===== config.mk =====
export PLATFORM = sky130hd
export DESIGN_NAME = rgb_to_hsl_converter
export DESIGN_NICKNAME = d
export VERILOG_FILES = /design/src/rtl/core/r2hsl_pkg.sv /design/src/rtl/core/rgb_to_hsl_converter.sv /design/src/rtl/core/r2hsl_extrema.sv /design/src/rtl/core/r2hsl_prep.sv /design/src/rtl/core/r2hsl_div_stage.sv
export SDC_FILE = /design/constraint.sdc
export NUM_CORES = 1
export LEC_CHECK = 0
export BUFFER_PORTS_ARGS = -buffer_cell sky130_fd_sc_hd__buf_2
export CORE_MARGIN = 2
export CORE_UTILIZATION = 64
export DETAILED_ROUTE_END_ITERATION = 10
export PLACE_DENSITY = 0.81
export SYNTH_ARGS = -nofsm -noshare
export SYNTH_HDL_FRONTEND = slang
export SYNTH_SLANG_ARGS = --single-unit
export TNS_END_PERCENT = 10

===== constraint.sdc =====
create_clock -name i_clk -period 7.95 [get_ports i_clk]
set_clock_uncertainty 0.05 [all_clocks]
set_input_delay 0.3975 -clock i_clk [delete_from_list [all_inputs] [get_ports i_clk]]
set_output_delay 0.3975 -clock i_clk [all_outputs]
set_load 0.1 [all_outputs]

===== src/rtl/core/r2hsl_pkg.sv =====
// Types and constants of the RGB to HSL pipeline.
// No dependencies; imported by every module of the block.
`default_nettype none

package r2hsl_pkg;

    localparam int FIELD_W    = 17;                    // width of every result field
    localparam int QUO_W      = 18;                    // quotient bits, one spare on top
    localparam int DIV_STEPS  = 3;                     // restoring steps per divider stage
    localparam int DIV_STAGES = QUO_W / DIV_STEPS;     // divider pipeline depth
    localparam int PIPE_STAGES = DIV_STAGES + 2;       // plus extrema and prep stages

    // Hue offsets in degrees, applied as K * delta
    localparam logic [8:0] HUE_K_RED_WRAP = 9'd360;
    localparam logic [8:0] HUE_K_GREEN    = 9'd120;
    localparam logic [8:0] HUE_K_BLUE     = 9'd240;
    localparam logic [15:0] HUE_SLOPE     = 16'd60;

    // Saturation denominator folds around the midpoint of max + min
    localparam logic [8:0] SUM_MID  = 9'd255;
    localparam logic [8:0] SUM_FULL = 9'd510;

    typedef enum logic [1:0] {
        BR_RED,
        BR_GREEN,
        BR_BLUE
    } t_branch;

    // Output of the extrema stage
    typedef struct packed {
        t_branch           branch;
        logic signed [8:0] diff;    // channel difference of the chosen hue branch
        logic [7:0]        delta;   // max - min
        logic [8:0]        sum;     // max + min
    } t_ext;

    // One restoring divider in flight: partial remainder, dividend bits
    // shifting out at the top while quotient bits shift in at the bottom
    typedef struct packed {
        logic [7:0]       rem;
        logic [QUO_W-1:0] work;
        logic [7:0]       divisor;
    } t_div_lane;

    typedef struct packed {
        t_div_lane          hue;
        t_div_lane          sat;
        logic [FIELD_W-1:0] light;
    } t_div_word;

endpackage

`default_nettype wire


===== src/rtl/core/rgb_to_hsl_converter.sv =====
// Top level of the RGB to HSL converter: valid/ready wrapper around the pipeline.
// Depends on r2hsl_pkg, r2hsl_extrema, r2hsl_prep, r2hsl_div_stage.
//
// Usage:
//   Input channel i_valid / o_ready / i_argb_word carries one packed ARGB
//   pixel per transaction; alpha (bits 31-24) is ignored.
//   Output channel o_valid / i_ready carries hue (degrees * 256), saturation
//   and lightness (65536 = 1.0), all truncated.
//   From input transaction to o_valid, the transaction loads the extrema
//   stage, then passes one prep stage and six divider stages of three
//   restoring steps each (18 quotient bits for both dividers).
//   Throughput is one pixel per cycle; every stage has its own valid bit, so
//   the dividers are the depth, not the rate.
//   When the receiver stalls, the last stage holds its transaction and the
//   stall reaches back at once to the first empty stage, which keeps filling,
//   so inputs are still taken until the pipeline is full. Nothing is dropped
//   or repeated. o_ready depends combinationally on i_ready.
//   Synchronous active-low reset clears all valid bits; payload registers are
//   not reset.
`default_nettype none

module rgb_to_hsl_converter
    import r2hsl_pkg::*;
(
    input  wire logic               i_clk,
    input  wire logic               i_rst_n,
    input  wire logic               i_valid,
    output logic                    o_ready,
    input  wire logic [31:0]        i_argb_word,
    output logic                    o_valid,
    input  wire logic               i_ready,
    output logic [FIELD_W-1:0]      o_hue_deg_q8,
    output logic [FIELD_W-1:0]      o_saturation_q16,
    output logic [FIELD_W-1:0]      o_lightness_q16
);

    logic [PIPE_STAGES-1:0] r_valid;
    logic [PIPE_STAGES-1:0] n_valid;
    logic [PIPE_STAGES:0]   stg_ready;
    t_ext                   ext_word;
    t_div_word              div_word [0:DIV_STAGES];

    // A stage can load when it is empty or its content moves on this cycle
    always_comb begin
        stg_ready[PIPE_STAGES] = i_ready;
        for (int k = PIPE_STAGES - 1; k >= 0; k--) begin
            stg_ready[k] = !r_valid[k] || stg_ready[k+1];
        end
    end

    always_comb begin
        n_valid = r_valid;
        if (stg_ready[0]) begin
            n_valid[0] = i_valid;
        end
        for (int k = 1; k < PIPE_STAGES; k++) begin
            if (stg_ready[k]) begin
                n_valid[k] = r_valid[k-1];
            end
        end
    end

    always_ff @(posedge i_clk) begin
        if (!i_rst_n) begin
            r_valid <= '0;
        end else begin
            r_valid <= n_valid;
        end
    end

    // Stage 0: max, min, hue branch
    r2hsl_extrema u_extrema (
        .i_clk       (i_clk),
        .i_en        (stg_ready[0]),
        .i_argb_word (i_argb_word),
        .o_ext       (ext_word)
    );

    // Stage 1: dividends, divisors, lightness
    r2hsl_prep u_prep (
        .i_clk  (i_clk),
        .i_en   (stg_ready[1]),
        .i_ext  (ext_word),
        .o_word (div_word[0])
    );

    // Stages 2 and up: divider steps
    for (genvar gi = 0; gi < DIV_STAGES; gi++) begin : g_div
        r2hsl_div_stage u_div_stage (
            .i_clk  (i_clk),
            .i_en   (stg_ready[gi+2]),
            .i_word (div_word[gi]),
            .o_word (div_word[gi+1])
        );
    end

    assign o_ready          = stg_ready[0];
    assign o_valid          = r_valid[PIPE_STAGES-1];
    // top quotient bit is always zero: results stay below 2^17
    assign o_hue_deg_q8     = div_word[DIV_STAGES].hue.work[FIELD_W-1:0];
    assign o_saturation_q16 = div_word[DIV_STAGES].sat.work[FIELD_W-1:0];
    assign o_lightness_q16  = div_word[DIV_STAGES].light;

endmodule

`default_nettype wire


===== src/rtl/core/r2hsl_extrema.sv =====
// Extrema stage: unpacks the pixel, finds max, min and the hue branch.
// Depends on r2hsl_pkg.
`default_nettype none

module r2hsl_extrema
    import r2hsl_pkg::*;
(
    input  wire logic        i_clk,
    input  wire logic        i_en,
    input  wire logic [31:0] i_argb_word,
    output t_ext             o_ext
);

    logic [7:0] red, green, blue;
    logic [7:0] ch_max, ch_min;
    t_ext       n_ext;
    t_ext       r_ext;

    assign red   = i_argb_word[23:16];
    assign green = i_argb_word[15:8];
    assign blue  = i_argb_word[7:0];

    always_comb begin
        // red wins ties, then green
        if (red >= green && red >= blue) begin
            n_ext.branch = BR_RED;
            ch_max       = red;
            n_ext.diff   = $signed({1'b0, green}) - $signed({1'b0, blue});
        end else if (green >= blue) begin
            n_ext.branch = BR_GREEN;
            ch_max       = green;
            n_ext.diff   = $signed({1'b0, blue}) - $signed({1'b0, red});
        end else begin
            n_ext.branch = BR_BLUE;
            ch_max       = blue;
            n_ext.diff   = $signed({1'b0, red}) - $signed({1'b0, green});
        end
        ch_min      = (red <= green) ? ((red <= blue) ? red : blue)
                                     : ((green <= blue) ? green : blue);
        n_ext.delta = ch_max - ch_min;
        n_ext.sum   = {1'b0, ch_max} + {1'b0, ch_min};
    end

    always_ff @(posedge i_clk) begin
        if (i_en) begin
            r_ext <= n_ext;
        end
    end

    assign o_ext = r_ext;

endmodule

`default_nettype wire


===== src/rtl/core/r2hsl_prep.sv =====
// Prep stage: builds hue and saturation dividends and divisors, lightness.
// Depends on r2hsl_pkg.
`default_nettype none

module r2hsl_prep
    import r2hsl_pkg::*;
(
    input  wire logic i_clk,
    input  wire logic i_en,
    input  wire t_ext i_ext,
    output t_div_word o_word
);

    logic [8:0]         hue_k;
    logic [16:0]        k_delta;
    logic [15:0]        slope_diff;
    logic [17:0]        hue_sum;
    logic [16:0]        hue_num;     // hue * delta, always >= 0
    logic [8:0]         den_wide;
    logic               grey;
    logic [15:0]        light_y;
    logic [16:0]        light_z;
    logic [16:0]        light_w;
    t_div_word          n_word;
    t_div_word          r_word;

    always_comb begin
        case (i_ext.branch)
            BR_RED:   hue_k = i_ext.diff[8] ? HUE_K_RED_WRAP : 9'd0;
            BR_GREEN: hue_k = HUE_K_GREEN;
            BR_BLUE:  hue_k = HUE_K_BLUE;
            default:  hue_k = 9'd0;
        endcase
    end

    assign grey       = (i_ext.delta == 8'd0);
    assign k_delta    = 17'({8'd0, hue_k} * {9'd0, i_ext.delta});
    assign slope_diff = {{7{i_ext.diff[8]}}, i_ext.diff} * HUE_SLOPE;
    assign hue_sum    = {1'b0, k_delta} + {{2{slope_diff[15]}}, slope_diff};
    assign hue_num    = grey ? 17'd0 : hue_sum[16:0];
    assign den_wide   = (i_ext.sum >= SUM_MID) ? (SUM_FULL - i_ext.sum) : i_ext.sum;

    // s * 65536 / 510 = 128*s + floor(128*s / 255), the last by reciprocal
    assign light_y = {i_ext.sum, 7'd0};
    assign light_z = {1'b0, light_y} + 17'd1;
    assign light_w = light_z + {8'd0, light_z[16:8]};

    always_comb begin
        // hue dividend is hue_num << 8, saturation dividend is delta << 16;
        // preload the bits above the quotient window as the remainder
        n_word.hue.rem     = {1'b0, hue_num[16:10]};
        n_word.hue.work    = {hue_num[9:0], 8'd0};
        n_word.hue.divisor = grey ? 8'd1 : i_ext.delta;
        n_word.sat.rem     = grey ? 8'd0 : {2'd0, i_ext.delta[7:2]};
        n_word.sat.work    = grey ? '0 : {i_ext.delta[1:0], 16'd0};
        n_word.sat.divisor = grey ? 8'd1 : den_wide[7:0];
        n_word.light       = {1'b0, light_y} + {8'd0, light_w[16:8]};
    end

    always_ff @(posedge i_clk) begin
        if (i_en) begin
            r_word <= n_word;
        end
    end

    assign o_word = r_word;

endmodule

`default_nettype wire


===== src/rtl/core/r2hsl_div_stage.sv =====
// One stage of the two restoring dividers; carries lightness along.
// Depends on r2hsl_pkg.
`default_nettype none

module r2hsl_div_stage
    import r2hsl_pkg::*;
(
    input  wire logic      i_clk,
    input  wire logic      i_en,
    input  wire t_div_word i_word,
    output t_div_word      o_word
);

    t_div_word n_word;
    t_div_word r_word;

    function automatic t_div_lane div_step(input t_div_lane x);
        logic [8:0] trial;
        t_div_lane  y;
        y     = x;
        trial = {x.rem, x.work[QUO_W-1]};
        if (trial >= {1'b0, x.divisor}) begin
            y.rem  = 8'(trial - {1'b0, x.divisor});
            y.work = {x.work[QUO_W-2:0], 1'b1};
        end else begin
            y.rem  = trial[7:0];
            y.work = {x.work[QUO_W-2:0], 1'b0};
        end
        return y;
    endfunction

    always_comb begin
        n_word = i_word;
        for (int i = 0; i < DIV_STEPS; i++) begin
            n_word.hue = div_step(n_word.hue);
            n_word.sat = div_step(n_word.sat);
        end
    end

    always_ff @(posedge i_clk) begin
        if (i_en) begin
            r_word <= n_word;
        end
    end

    assign o_word = r_word;

endmodule

`default_nettype wire


==> results.toml <==
[outcome]
outcome = "completed"

[timing]
clock.fmax_ghz = 0.138
rsz0062_at_grt = "no"
fin_tns_setup_ns = 0
setup_viol = 0
hold_violations = 0
fin_crit_sh = 0.911
tightest_slew_ns = 1.20
whs_ns = 0.0384
max-slew-margin-rel = 0.194
final_max_slew_viol_count = 0
final.min_clock_period_ns = 7.24

[clock_network]
post-cts-setup-buffers = 0
cts-root-buf = "clkbuf_16"
path_clk_slew_ns = 0.06
clkLatencyLatePin_ns = 0.62
h-tree-depth = 2
cts-buffers-inserted = 50
cts_tree = "yes"
cts_sinks = 461
clk_path_buf_depth = 3

[die]
initial_utilization = 0.650
die_h_microns = 235
die_x_microns = 235
ios = 89
die-area_sq_mm = 0.0555
rows = 84
coreArea_sq_mm = 0.0528

[placed_design]
io_buffers = 80
gp_congestion = 0.921
dpl.hpwl_microns = 56100
placed_area_sq_mm = 0.0352

[routing]
vias = 24300
drt_pass1_iterations = 7
postRouteAntennaNets = 0
wirelength_microns = 73200
drtIter0Drc = 1559
wl_per_cell_microns = 18.2
viasPerCell = 6.03
drc = 0

[synthesis]
yosysSeqAreaShare = 0.401
ys_async_sr_fraction = 0
postSynthNetCount = 3713
syn_inst = 3232
synth_area_sq_mm = 0.0343
synth_edf_count = 453
synth_flop_cell = "edfxtp_1"
ys_seq_elements = 461
synth_area_per_cell_sq_um = 10.6
ys_warn_count = 0
ys_types = 86

[worst_hold_path]
hp-class = "input pin to flip-flop"
whs_path_depth = 2
hold_start = "i_rst_n"
whs_endpoint = "r_valid[6]"

[critical_path]
r2r-start = "g_div[1].u_div_stage.o_word[18]"
arrival_ns = 7.54
r2r_end = "g_div[2].u_div_stage.o_word[45]"
ff2ff_setup_slack_ns = 0.71
worstPathRequired_ns = 8.25
endpoint_kind = "flip-flop"
path_max_fanout = 9
path_class = "flip-flop to flip-flop"
worst_r2r_path_depth = 25
cp-start-kind = "flip-flop"

[layout]
final_nets = 3773
utilization = 0.698
finish.instance_area_sq_mm = 0.0368
area_delta_synth_final_pct = 7.39
drive_gt1_frac = 0.120
insertedDiodeCount = 0

[global_route]
gr-max-usage-layer = "met2"
overflow = 0
antenna_found_initial = 0
use_met1 = 0.334
grtUsageTotal = 0.267
grt_pass1_vias = 24900
grt_pass1_wl_microns = 122000
met2_usage = 0.486
grt_max_degree = 71
grt_use_met3 = 0.0317

[flow_run]
timing.max_cap.violations = 0
Yosys cell counts, drive strengths merged, types with 54 or more instances:
cell type    n  area (sq um)
edfxtp     453         13600
ha         368          4600
inv        350          1310
nor2       215           810
a21oi      181           913
o21ai      164           821
nand2      148           556
xnor2      140          1230
mux2       133          1500
fa          77          1540
nor2b       71           444
xor2        67           587
mux2i       62           621
buf         60           428
a21o        57           428
nor3        55           275
nand3       54           270
worst max-delay path: stages, from the launching register on:
cell      delay [ns]
edfxtp_1        0.46
inv_1           0.19
ha_1            0.27
nor2b_1         0.15
o31a_1          0.30
o31ai_1         0.37
a21oi_1         0.17
o21ai_0         0.25
nand2_1         0.30
mux2i_1         0.44
inv_1           0.09
ha_1            0.35
o21ai_0         0.10
a21oi_1         0.25
o211ai_1        0.15
o211ai_1        0.29
buf_4           0.29
mux2i_1         0.21
ha_1            0.31
or2_2           0.31
a21oi_1         0.14
a21oi_1         0.08
o41ai_1         0.73
and3_1          0.43
a2111o_1        0.17
o211ai_1        0.11
routing by layer:
layer | part of all wire | vias to the layer above
met5 | 0 | -
met4 | 0.026 | 0
met3 | 0.043 | 156
met2 | 0.51 | 632
met1 | 0.42 | 11700
li1 | - | 11800
registers in the layout, summed over array words and instances, names as in the netlist:
name / count
u_prep.o_word: 48
u_extrema.o_ext: 27
g_div.u_div_stage.o_word: 378
r_valid: 8
stage by stage:
step                setup WS (ns)  instances
global placement            0.941       3927
finish                      0.711       4021
CTS                         0.741       4021
floorplan                    1.19       3232
detailed placement          0.759       3927
global route                0.126       4021
area by class of cell:
cell class	instances	area [sq um]
Sequential cell	461	13800
Fill cell	3785	15900
Tap cell	688	861
Timing Repair Buffer	108	613
Inverter	351	1320
Clock buffer	56	1270
Clock inverter	37	337
Multi-Input combinational cell	2320	18700
worst max-delay path by stage:
stage                                          startpoint                               to  slack (ns)  cells after the start
after floorplan                         u_prep.o_word[52]  g_div[0].u_div_stage.o_word[44]        1.19                     29
after global placement                  u_prep.o_word[52]  g_div[0].u_div_stage.o_word[46]        0.94                     27
after detailed placement                u_prep.o_word[52]  g_div[0].u_div_stage.o_word[48]        0.76                     27
after CTS                               u_prep.o_word[52]  g_div[0].u_div_stage.o_word[49]        0.74                     27
after global routing      g_div[1].u_div_stage.o_word[54]  g_div[2].u_div_stage.o_word[82]        0.13                     27
final                     g_div[1].u_div_stage.o_word[18]  g_div[2].u_div_stage.o_word[45]        0.71                     25
placed cells by master (no fill, tap or decap), types with 27 or more instances in the layout:
| master | count |
|---|---|
| ha_1 | 368 |
| inv_1 | 343 |
| nand4_1 | 33 |
| nor2_1 | 214 |
| o21ai_0 | 162 |
| nor3_1 | 55 |
| buf_2 | 80 |
| a21oi_1 | 179 |
| o21a_1 | 52 |
| nand2_1 | 146 |
| mux2i_1 | 62 |
| o21bai_1 | 35 |
| buf_4 | 27 |
| nand2b_1 | 33 |
| or2_2 | 30 |
| fa_1 | 77 |
| and2_1 | 49 |
| nor2b_1 | 71 |
| edfxtp_1 | 453 |
| clkbuf_16 | 50 |
| xor2_1 | 67 |
| nand3_1 | 54 |
| a21o_1 | 57 |
| xnor2_1 | 140 |
| mux2_2 | 133 |
timing repair:
item / 4_1_cts / 5_1_grt
hold buffers: 1 / 0
hold endpoints to repair: 1 / 0
gates resized for setup: 0 / 0
cells by family after synthesis:
kind of cell / synth area share
and+or+nand+nor: 0.111
AOI/OAI and AO/OA: 0.139
DFF: 0.401
buffers and inverters: 0.0553
adders and majority gates: 0.179
xor gates and xnor gates: 0.0529
muxes: 0.0618
Power is left out: the tool's default activity adds up to more than one toggle a clock period on the data nets, which glitch-free logic cannot reach.
